==> src/rtl/dasrm_pkg.sv <==
`timescale 1ns / 1ps
`default_nettype none
// ----------------------------------------------------------------------------
// dasrm_pkg: shared types and constants of the dual-converter SPI master
// Command and result formats, opcodes, frame kinds and status codes.
// ----------------------------------------------------------------------------
package dasrm_pkg;

  // Field widths
  localparam int unsigned OPCODE_W = 2;
  localparam int unsigned ADDR_W   = 15;
  localparam int unsigned DATA_W   = 8;
  localparam int unsigned FRAME_W  = 24;
  localparam int unsigned COUNT_W  = 5;

  // Frame timing: address phase length and last bit of a frame
  localparam logic [COUNT_W-1:0] ADDR_BITS     = 5'd16;
  localparam logic [COUNT_W-1:0] FRAME_LAST    = 5'd23;

  // Default queue depths
  localparam int unsigned CMD_QUEUE_DEPTH = 4;
  localparam int unsigned RES_QUEUE_DEPTH = 2;

  typedef enum logic [OPCODE_W-1:0] {
    OP_WRITE = 2'd0,
    OP_READ0 = 2'd1,
    OP_READ1 = 2'd2,
    OP_TICK  = 2'd3
  } opcode_e;

  typedef enum logic [1:0] {
    KIND_WRITE = 2'd0,
    KIND_READ0 = 2'd1,
    KIND_READ1 = 2'd2
  } kind_e;

  typedef enum logic [1:0] {
    STATUS_OK   = 2'd0,
    STATUS_BUSY = 2'd1,
    STATUS_IDLE = 2'd2
  } status_e;

  // Classified command handed from front to back
  typedef struct packed {
    logic               is_tick;
    kind_e              kind;
    logic [FRAME_W-1:0] frame;
    logic               miso0;
    logic               miso1;
  } cmd_t;

  // One result beat
  typedef struct packed {
    logic              mosi;
    logic              sel0_n;
    logic              sel1_n;
    logic              clk_pulse;
    logic [DATA_W-1:0] rd_byte;
    logic              done;
    status_e           status;
  } res_t;

  localparam int unsigned CMD_W = $bits(cmd_t);
  localparam int unsigned RES_W = $bits(res_t);

  // Active-low selects {dev0, dev1} for a given frame state
  function automatic logic [1:0] selects(input logic busy, input kind_e kind);
    logic [1:0] sel;
    sel = 2'b11;
    if (busy) begin
      case (kind)
        KIND_WRITE: sel = 2'b00;
        KIND_READ0: sel = 2'b01;
        KIND_READ1: sel = 2'b10;
        default:    sel = 2'b11;
      endcase
    end
    return sel;
  endfunction

endpackage
`default_nettype wire

==> src/rtl/dasrm_fifo.sv <==
`timescale 1ns / 1ps
`default_nettype none
// ----------------------------------------------------------------------------
// dasrm_fifo: small register-based queue
// Flop storage with read and write pointers and an occupancy count.
// ----------------------------------------------------------------------------
module dasrm_fifo #(
  parameter int unsigned Width = 8,
  parameter int unsigned Depth = 2
) (
  input  wire logic             clk_i,
  input  wire logic             rst_ni,
  input  wire logic             push_i,
  input  wire logic [Width-1:0] data_i,
  output logic                  full_o,
  input  wire logic             pop_i,
  output logic [Width-1:0]      data_o,
  output logic                  empty_o
);

  localparam int unsigned PtrW = (Depth > 1) ? $clog2(Depth) : 1;
  localparam int unsigned CntW = $clog2(Depth + 1);
  localparam logic [PtrW-1:0] PtrLast = PtrW'(Depth - 1);
  localparam logic [CntW-1:0] CntFull = CntW'(Depth);

  logic [Width-1:0] mem_q [Depth];
  logic [PtrW-1:0]  wr_ptr_q, wr_ptr_d;
  logic [PtrW-1:0]  rd_ptr_q, rd_ptr_d;
  logic [CntW-1:0]  cnt_q, cnt_d;
  logic             do_push, do_pop;

  assign full_o  = (cnt_q == CntFull);
  assign empty_o = (cnt_q == '0);
  assign data_o  = mem_q[rd_ptr_q];
  assign do_push = push_i && !full_o;
  assign do_pop  = pop_i && !empty_o;

  // Advance pointers and count
  always_comb begin
    wr_ptr_d = wr_ptr_q;
    rd_ptr_d = rd_ptr_q;
    cnt_d    = cnt_q;
    if (do_push) begin
      wr_ptr_d = (wr_ptr_q == PtrLast) ? '0 : wr_ptr_q + 1'b1;
    end
    if (do_pop) begin
      rd_ptr_d = (rd_ptr_q == PtrLast) ? '0 : rd_ptr_q + 1'b1;
    end
    case ({do_push, do_pop})
      2'b10:   cnt_d = cnt_q + 1'b1;
      2'b01:   cnt_d = cnt_q - 1'b1;
      default: cnt_d = cnt_q;
    endcase
  end

  always_ff @(posedge clk_i or negedge rst_ni) begin
    if (!rst_ni) begin
      wr_ptr_q <= '0;
      rd_ptr_q <= '0;
      cnt_q    <= '0;
    end else begin
      wr_ptr_q <= wr_ptr_d;
      rd_ptr_q <= rd_ptr_d;
      cnt_q    <= cnt_d;
    end
  end

  // Store the incoming beat
  always_ff @(posedge clk_i) begin
    if (do_push) begin
      mem_q[wr_ptr_q] <= data_i;
    end
  end

endmodule
`default_nettype wire

==> src/rtl/dasrm_front.sv <==
`timescale 1ns / 1ps
`default_nettype none
// ----------------------------------------------------------------------------
// dasrm_front: command classifier
// Decodes the opcode into a tick or a frame kind and builds the 24-bit frame.
// ----------------------------------------------------------------------------
module dasrm_front
  import dasrm_pkg::*;
(
  input  wire logic [OPCODE_W-1:0] opcode_i,
  input  wire logic [ADDR_W-1:0]   reg_address_i,
  input  wire logic [DATA_W-1:0]   write_byte_i,
  input  wire logic                miso_dev0_i,
  input  wire logic                miso_dev1_i,
  output cmd_t                     cmd_o
);

  // Classify and assemble the frame
  always_comb begin
    cmd_o.is_tick = 1'b0;
    cmd_o.kind    = KIND_WRITE;
    cmd_o.frame   = {1'b0, reg_address_i, write_byte_i};
    cmd_o.miso0   = miso_dev0_i;
    cmd_o.miso1   = miso_dev1_i;
    case (opcode_e'(opcode_i))
      OP_WRITE: begin
        cmd_o.kind  = KIND_WRITE;
      end
      OP_READ0: begin
        cmd_o.kind  = KIND_READ0;
        cmd_o.frame = {1'b1, reg_address_i, {DATA_W{1'b0}}};
      end
      OP_READ1: begin
        cmd_o.kind  = KIND_READ1;
        cmd_o.frame = {1'b1, reg_address_i, {DATA_W{1'b0}}};
      end
      OP_TICK: begin
        cmd_o.is_tick = 1'b1;
      end
      default: begin
        cmd_o.is_tick = 1'b1;
      end
    endcase
  end

endmodule
`default_nettype wire

==> src/rtl/dasrm_back.sv <==
`timescale 1ns / 1ps
`default_nettype none
// ----------------------------------------------------------------------------
// dasrm_back: frame engine
// Holds the frame state, shifts one bit per tick and produces one result
// beat for every command it takes.
// ----------------------------------------------------------------------------
module dasrm_back
  import dasrm_pkg::*;
(
  input  wire logic clk_i,
  input  wire logic rst_ni,
  input  wire logic cmd_valid_i,
  input  cmd_t      cmd_i,
  output logic      cmd_pop_o,
  input  wire logic res_ready_i,
  output logic      res_push_o,
  output res_t      res_o
);

  logic [FRAME_W-1:0] shift_q, shift_d;
  logic [COUNT_W-1:0] count_q, count_d;
  kind_e              kind_q, kind_d;
  logic               busy_q, busy_d;
  logic [DATA_W-1:0]  in_q, in_d;
  logic               mosi_q, mosi_d;
  logic               fire;
  logic [1:0]         sel;

  assign fire       = cmd_valid_i && res_ready_i;
  assign cmd_pop_o  = fire;
  assign res_push_o = fire;

  // Execute one command
  always_comb begin
    shift_d = shift_q;
    count_d = count_q;
    kind_d  = kind_q;
    busy_d  = busy_q;
    in_d    = in_q;
    mosi_d  = mosi_q;
    sel     = selects(busy_q, kind_q);

    res_o.mosi      = mosi_q;
    res_o.clk_pulse = 1'b0;
    res_o.rd_byte   = '0;
    res_o.done      = 1'b0;
    res_o.status    = STATUS_OK;

    if (fire) begin
      if (!cmd_i.is_tick) begin
        if (busy_q) begin
          res_o.status = STATUS_BUSY;
        end else begin
          busy_d  = 1'b1;
          count_d = '0;
          in_d    = '0;
          kind_d  = cmd_i.kind;
          shift_d = cmd_i.frame;
          sel     = selects(1'b1, cmd_i.kind);
        end
      end else if (!busy_q) begin
        res_o.status = STATUS_IDLE;
      end else begin
        res_o.clk_pulse = 1'b1;
        // Shift out during the address or write phase, sample otherwise
        if (kind_q == KIND_WRITE || count_q < ADDR_BITS) begin
          mosi_d  = shift_q[FRAME_W-1];
          shift_d = {shift_q[FRAME_W-2:0], 1'b0};
        end else begin
          in_d = {in_q[DATA_W-2:0], (kind_q == KIND_READ1) ? cmd_i.miso1 : cmd_i.miso0};
        end
        res_o.mosi = mosi_d;
        count_d    = count_q + 1'b1;
        // Close the frame on its last bit
        if (count_q == FRAME_LAST) begin
          res_o.done    = 1'b1;
          res_o.rd_byte = (kind_q != KIND_WRITE) ? in_d : '0;
          busy_d        = 1'b0;
          count_d       = '0;
        end
      end
    end
    res_o.sel0_n = sel[1];
    res_o.sel1_n = sel[0];
  end

  always_ff @(posedge clk_i or negedge rst_ni) begin
    if (!rst_ni) begin
      shift_q <= '0;
      count_q <= '0;
      kind_q  <= KIND_WRITE;
      busy_q  <= 1'b0;
      in_q    <= '0;
      mosi_q  <= 1'b0;
    end else begin
      shift_q <= shift_d;
      count_q <= count_d;
      kind_q  <= kind_d;
      busy_q  <= busy_d;
      in_q    <= in_d;
      mosi_q  <= mosi_d;
    end
  end

endmodule
`default_nettype wire

==> src/rtl/dual_adc_spi_register_master_top.sv <==
`timescale 1ns / 1ps
`default_nettype none
// ----------------------------------------------------------------------------
// dual_adc_spi_register_master_top: SPI register master for two converters
// Write frames go to both devices, read frames to one; ticks clock the bits.
// ----------------------------------------------------------------------------
// Items are accepted one per clock while the command queue is not full, and
// one result comes back for each item, in order. An accepted item lands in
// the command queue; the frame engine takes it from there and writes its
// result into the result queue, from which it shows on the outputs and can
// be popped. Throughput is set by the frame engine, which takes one command
// per cycle while the result queue is not full; full rises only when the
// result side stalls long enough to fill both queues. No clearing pass after
// reset.
module dual_adc_spi_register_master_top
  import dasrm_pkg::*;
#(
  parameter int unsigned CmdDepth = CMD_QUEUE_DEPTH,
  parameter int unsigned ResDepth = RES_QUEUE_DEPTH
) (
  input  wire logic                clk_i,
  input  wire logic                rst_ni,
  input  wire logic                push,
  output logic                     full,
  input  wire logic [OPCODE_W-1:0] opcode_i,
  input  wire logic [ADDR_W-1:0]   reg_address_i,
  input  wire logic [DATA_W-1:0]   write_byte_i,
  input  wire logic                miso_dev0_i,
  input  wire logic                miso_dev1_i,
  output logic                     empty,
  input  wire logic                pop,
  output logic                     mosi_level_o,
  output logic                     select0_n_o,
  output logic                     select1_n_o,
  output logic                     clock_pulse_o,
  output logic [DATA_W-1:0]        read_byte_o,
  output logic                     frame_done_o,
  output logic [1:0]               status_o
);

  cmd_t cmd_in, cmd_out;
  res_t res_in, res_out;
  logic cmd_empty, cmd_pop;
  logic res_full, res_push;

  // Classify incoming items
  dasrm_front u_front (
    .opcode_i      (opcode_i),
    .reg_address_i (reg_address_i),
    .write_byte_i  (write_byte_i),
    .miso_dev0_i   (miso_dev0_i),
    .miso_dev1_i   (miso_dev1_i),
    .cmd_o         (cmd_in)
  );

  // Decouple front from frame engine
  dasrm_fifo #(
    .Width (CMD_W),
    .Depth (CmdDepth)
  ) u_cmd_queue (
    .clk_i   (clk_i),
    .rst_ni  (rst_ni),
    .push_i  (push),
    .data_i  (cmd_in),
    .full_o  (full),
    .pop_i   (cmd_pop),
    .data_o  (cmd_out),
    .empty_o (cmd_empty)
  );

  // Run frames
  dasrm_back u_back (
    .clk_i       (clk_i),
    .rst_ni      (rst_ni),
    .cmd_valid_i (!cmd_empty),
    .cmd_i       (cmd_out),
    .cmd_pop_o   (cmd_pop),
    .res_ready_i (!res_full),
    .res_push_o  (res_push),
    .res_o       (res_in)
  );

  // Hold results until popped
  dasrm_fifo #(
    .Width (RES_W),
    .Depth (ResDepth)
  ) u_res_queue (
    .clk_i   (clk_i),
    .rst_ni  (rst_ni),
    .push_i  (res_push),
    .data_i  (res_in),
    .full_o  (res_full),
    .pop_i   (pop),
    .data_o  (res_out),
    .empty_o (empty)
  );

  assign mosi_level_o  = res_out.mosi;
  assign select0_n_o   = res_out.sel0_n;
  assign select1_n_o   = res_out.sel1_n;
  assign clock_pulse_o = res_out.clk_pulse;
  assign read_byte_o   = res_out.rd_byte;
  assign frame_done_o  = res_out.done;
  assign status_o      = res_out.status;

endmodule
`default_nettype wire

==> config.mk <==
export PLATFORM = sky130hd
export DESIGN_NAME = dual_adc_spi_register_master_top
export DESIGN_NICKNAME = d
export VERILOG_FILES = /design/src/rtl/dasrm_pkg.sv /design/src/rtl/dasrm_fifo.sv /design/src/rtl/dasrm_front.sv /design/src/rtl/dasrm_back.sv /design/src/rtl/dual_adc_spi_register_master_top.sv
export SDC_FILE = /design/constraint.sdc
export NUM_CORES = 1
export LEC_CHECK = 0
export ABC_AREA = 1
export BUFFER_PORTS_ARGS = -buffer_cell sky130_fd_sc_hd__buf_4
export CAP_MARGIN = 20
export CORE_ASPECT_RATIO = 1.5
export CORE_MARGIN = 4
export CORE_UTILIZATION = 35
export CTS_BUF_LIST = sky130_fd_sc_hd__clkbuf_2 sky130_fd_sc_hd__clkbuf_4 sky130_fd_sc_hd__clkbuf_8
export DETAILED_ROUTE_END_ITERATION = 10
export RECOVER_POWER = 100
export SKIP_CTS_REPAIR_TIMING = 1
export SLEW_MARGIN = 25
export SYNTH_ARGS = -nofsm -noshare
export SYNTH_HDL_FRONTEND = slang
export SYNTH_SLANG_ARGS = --single-unit
==> constraint.sdc <==
create_clock -name clk_i -period 2.8 [get_ports clk_i]
set_clock_uncertainty 0.1 [all_clocks]
set_input_delay 0.14 -clock clk_i [delete_from_list [all_inputs] [get_ports clk_i]]
set_output_delay 0.14 -clock clk_i [all_outputs]
set_load 0.02 [all_outputs]
==> impl_metrics.json <==
{
  "portBuffers": 47,
  "worst-setup-path-type": "reg -> reg",
  "hp-start": "opcode_i[0]",
  "ys_seq_elements": 198,
  "synth_adder_area_share_pct": 2.46,
  "die_w_um": 135,
  "dr.pass1.iters": 4,
  "async_flop_share_pct": 26.3,
  "htreeDepth": 4,
  "core_area_mm2": 0.0237,
  "path_max_fanout": 11,
  "cts_tree": "done",
  "path_clk_slew_ns": 0.10,
  "highest_layer": "met4",
  "grt_max_degree": 53,
  "whs_endpoint": "u_cmd_queue.mem_q[2][28]",
  "slowest_delay_ns": 0.48,
  "die_y_um": 198,
  "start_util_pct": 35.6,
  "syn_area_per_cell_um2": 10.5,
  "finalInstanceArea_mm2": 0.00966,
  "cts_root_buf": "clkbuf_8",
  "tns_ns": 0,
  "cts_buffers": 17,
  "rrSetupSlack_ns": 0.44,
  "cp_top_family": "simple AND/OR/NAND/NOR gates",
  "dr_wl_met2_mm": 8.84,
  "power_mw": 10.3,
  "p_per_area_mw_per_mm2": 1060,
  "synth_top_family_by_area": "simple AND/OR/NAND/NOR gates",
  "synth-simple-area-share_pct": 18.4,
  "setup_viol": 0,
  "worst_pin_slew_ns": 1.37,
  "finalMaxSlewViolations": 0,
  "ir_worst_vdd_mv": 0.524,
  "r2r-start": "u_cmd_queue.rd_ptr_q[1]",
  "synth_top_area_cell": "edfxtp_1",
  "drive_above_1_share_pct": 8.10,
  "netlist_area_mm2": 0.00845,
  "ys_warn_count": 0,
  "gp_congestion": 0.765,
  "synth_commonest_cells": "nand2_1, edfxtp_1, nand3_1, inv_1, dfrtp_1",
  "syn-num-nets": 849,
  "drt-total-wl_mm": 16.8,
  "hold_ws_ns": 0.0141,
  "grt_pass1_wl_mm": 27.9,
  "n_antenna_cell": 0,
  "dr_total_vias": 5574,
  "hold_viol_final": 0,
  "place_area_mm2": 0.00916,
  "yosysTopAreaCellShare_pct": 51.9,
  "power.leakage_nw": 4.04,
  "drc": 0,
  "cp.arrival_ns": 2.66,
  "synthDistinctLibCells": 30,
  "cp-start-kind": "register",
  "muxShareOfSynthArea_pct": 0,
  "rr_endpoint": "u_back.count_q[3]",
  "route.met3.wl_um": 531,
  "slew_headroom_pct": 8.56,
  "numClockSinks": 198,
  "synth-xor-area-share_pct": 0.622,
  "synth_compound_area_share_pct": 5.37,
  "grt_pass1_vias": 5547,
  "r2r_cells": 10,
  "grt_setup_unrepaired": "no",
  "synth_area_leaders": "edfxtp_1, dfrtp_1, nand2_1",
  "hold_path.class": "in -> reg",
  "row_count": 69,
  "drt_iter0_drc": 245,
  "vias_per_cell": 4.61,
  "synthCells": 802,
  "yosys.cell_count.top_type": "nand2_1",
  "avgRoutedWirePerCell_um": 13.9,
  "area_growth_pct": 14.3,
  "die-area_mm2": 0.0267,
  "track_usage_pct": 13.3,
  "synth-edff-count": 146,
  "required_ns": 3.09,
  "min_delay_path_depth": 2,
  "clockBufferDepth": 2,
  "cp_slowest_cell": "dfrtp_1",
  "grt_overflow": 0,
  "insertion_delay_ns": 0.47,
  "maxCapViolCount": 0,
  "fin_nets": 923,
  "dp_hpwl_mm": 10.1,
  "met1_length_mm": 7.07,
  "ant_nets": 0,
  "fmax_ghz": 0.423,
  "cp-end-kind": "register",
  "path_buf_inv": 3,
  "status": "finished, final reports clean",
  "path_cells": "inv_1 -> nand3_1 -> nand2_1 -> ha_1 -> nor2_1 -> buf_4 -> nand2_1 -> inv_2 -> nand3_1 -> o21ai_0",
  "io_pins": 48,
  "yosysSeqAreaShare_pct": 67.3,
  "fin_crit_ns": 2.36,
  "finalCritPeriodShare_pct": 84.3,
  "antenna_found_initial": 0,
  "ys.flop_type": "edfxtp_1"
}
-- layout by cell type (no fill, tap or decap), types with 8 or more instances in the layout --
master / count
edfxtp_1: 146
clkbuf_1: 37
o22ai_1: 8
dfrtp_1: 51
ha_1: 15
nand2_1: 253
inv_1: 75
buf_4: 22
dlygate4sd3_1: 28
o21ai_0: 49
nand3_1: 87
clkbuf_8: 17
a21oi_1: 26
nor2_1: 28
-- final cells by class --
cell class | count | area [um^2]
timing repair buffer | 92 | 609
clock buffer | 17 | 234
tap | 319 | 399
inverter | 81 | 307
multi-input combinational | 486 | 2260
sequential | 198 | 5690
clock inverter | 15 | 166
fill | 2328 | 14100
-- routing by layer --
metal / vias up / track usage, %
met5: - / 0
met4: 0 / 5.40
met3: 20 / 2.21
met2: 86 / 24.0
met1: 2655 / 15.7
li1: 2813 / -
-- through the flow --
step | cells | utilization [%] | worst slack, ns
3_5_place_dp | 1148 | 38.6 | 0.585
5_1_grt | 1208 | 40.7 | 0.196
2_1_floorplan | 802 | - | 0.391
3_3_place_gp | 1148 | 38.6 | 0.636
4_1_cts | 1180 | 40.3 | 0.561
6_report | 1208 | 40.7 | 0.438
-- worst max-delay path by stage --
stage | from | endpoint | slack, ns | depth (start not counted)
floorplan | u_cmd_queue.wr_ptr_q[0] | u_cmd_queue.mem_q[2][0] | 0.39 | 4
global placement | u_cmd_queue.cnt_q[1] | u_cmd_queue.cnt_q[2] | 0.64 | 9
detailed placement | u_res_queue.cnt_q[0] | u_cmd_queue.cnt_q[1] | 0.59 | 6
CTS | u_res_queue.rd_ptr_q | select0_n_o | 0.56 | 5
global route | u_cmd_queue.rd_ptr_q[1] | u_back.count_q[3] | 0.20 | 10
finish | u_cmd_queue.rd_ptr_q[1] | u_back.count_q[3] | 0.44 | 10
-- where the power goes --
part           total (mW)  switching, mW  internal (mW)
Clock                1.86           1.04          0.817
Combinational        3.98           2.83           1.15
Sequential           4.43          0.297           4.14
-- state kept, by name, summed over array words and instances, names as in the netlist --
register and cells:
u_back.kind_q 2, u_back.shift_q 24, u_res_queue.rd_ptr_q 1, u_cmd_queue.rd_ptr_q 2
u_cmd_queue.cnt_q 3, u_back.mosi_q 1, u_cmd_queue.wr_ptr_q 2, u_back.in_q 8
u_cmd_queue.mem_q 116, u_back.busy_q 1, u_res_queue.mem_q 30, u_res_queue.wr_ptr_q 1
u_back.count_q 5, u_res_queue.cnt_q 2
-- logic make-up (layout without fill, tap and decap cells) --
kind of cell | after synthesis | in the layout
adder cells (fa/ha/maj) | 16 | 16
AND/OR/NAND/NOR | 377 | 377
flip-flops | 198 | 198
AO/OA/AOI/OAI | 87 | 87
XOR/XNOR | 6 | 6
buffers and inverters | 118 | 205
-- worst register-to-register path, delay by kind of cell, from the launching register on --
kind	cells	cell delay, ns
buffers and inverters	3	0.58
AO/OA/AOI/OAI	1	0.08
adder cells (fa/ha/maj)	1	0.30
AND/OR/NAND/NOR	5	0.73
flip-flops	1	0.48
Note: power is estimated with default switching activity, not from simulation.
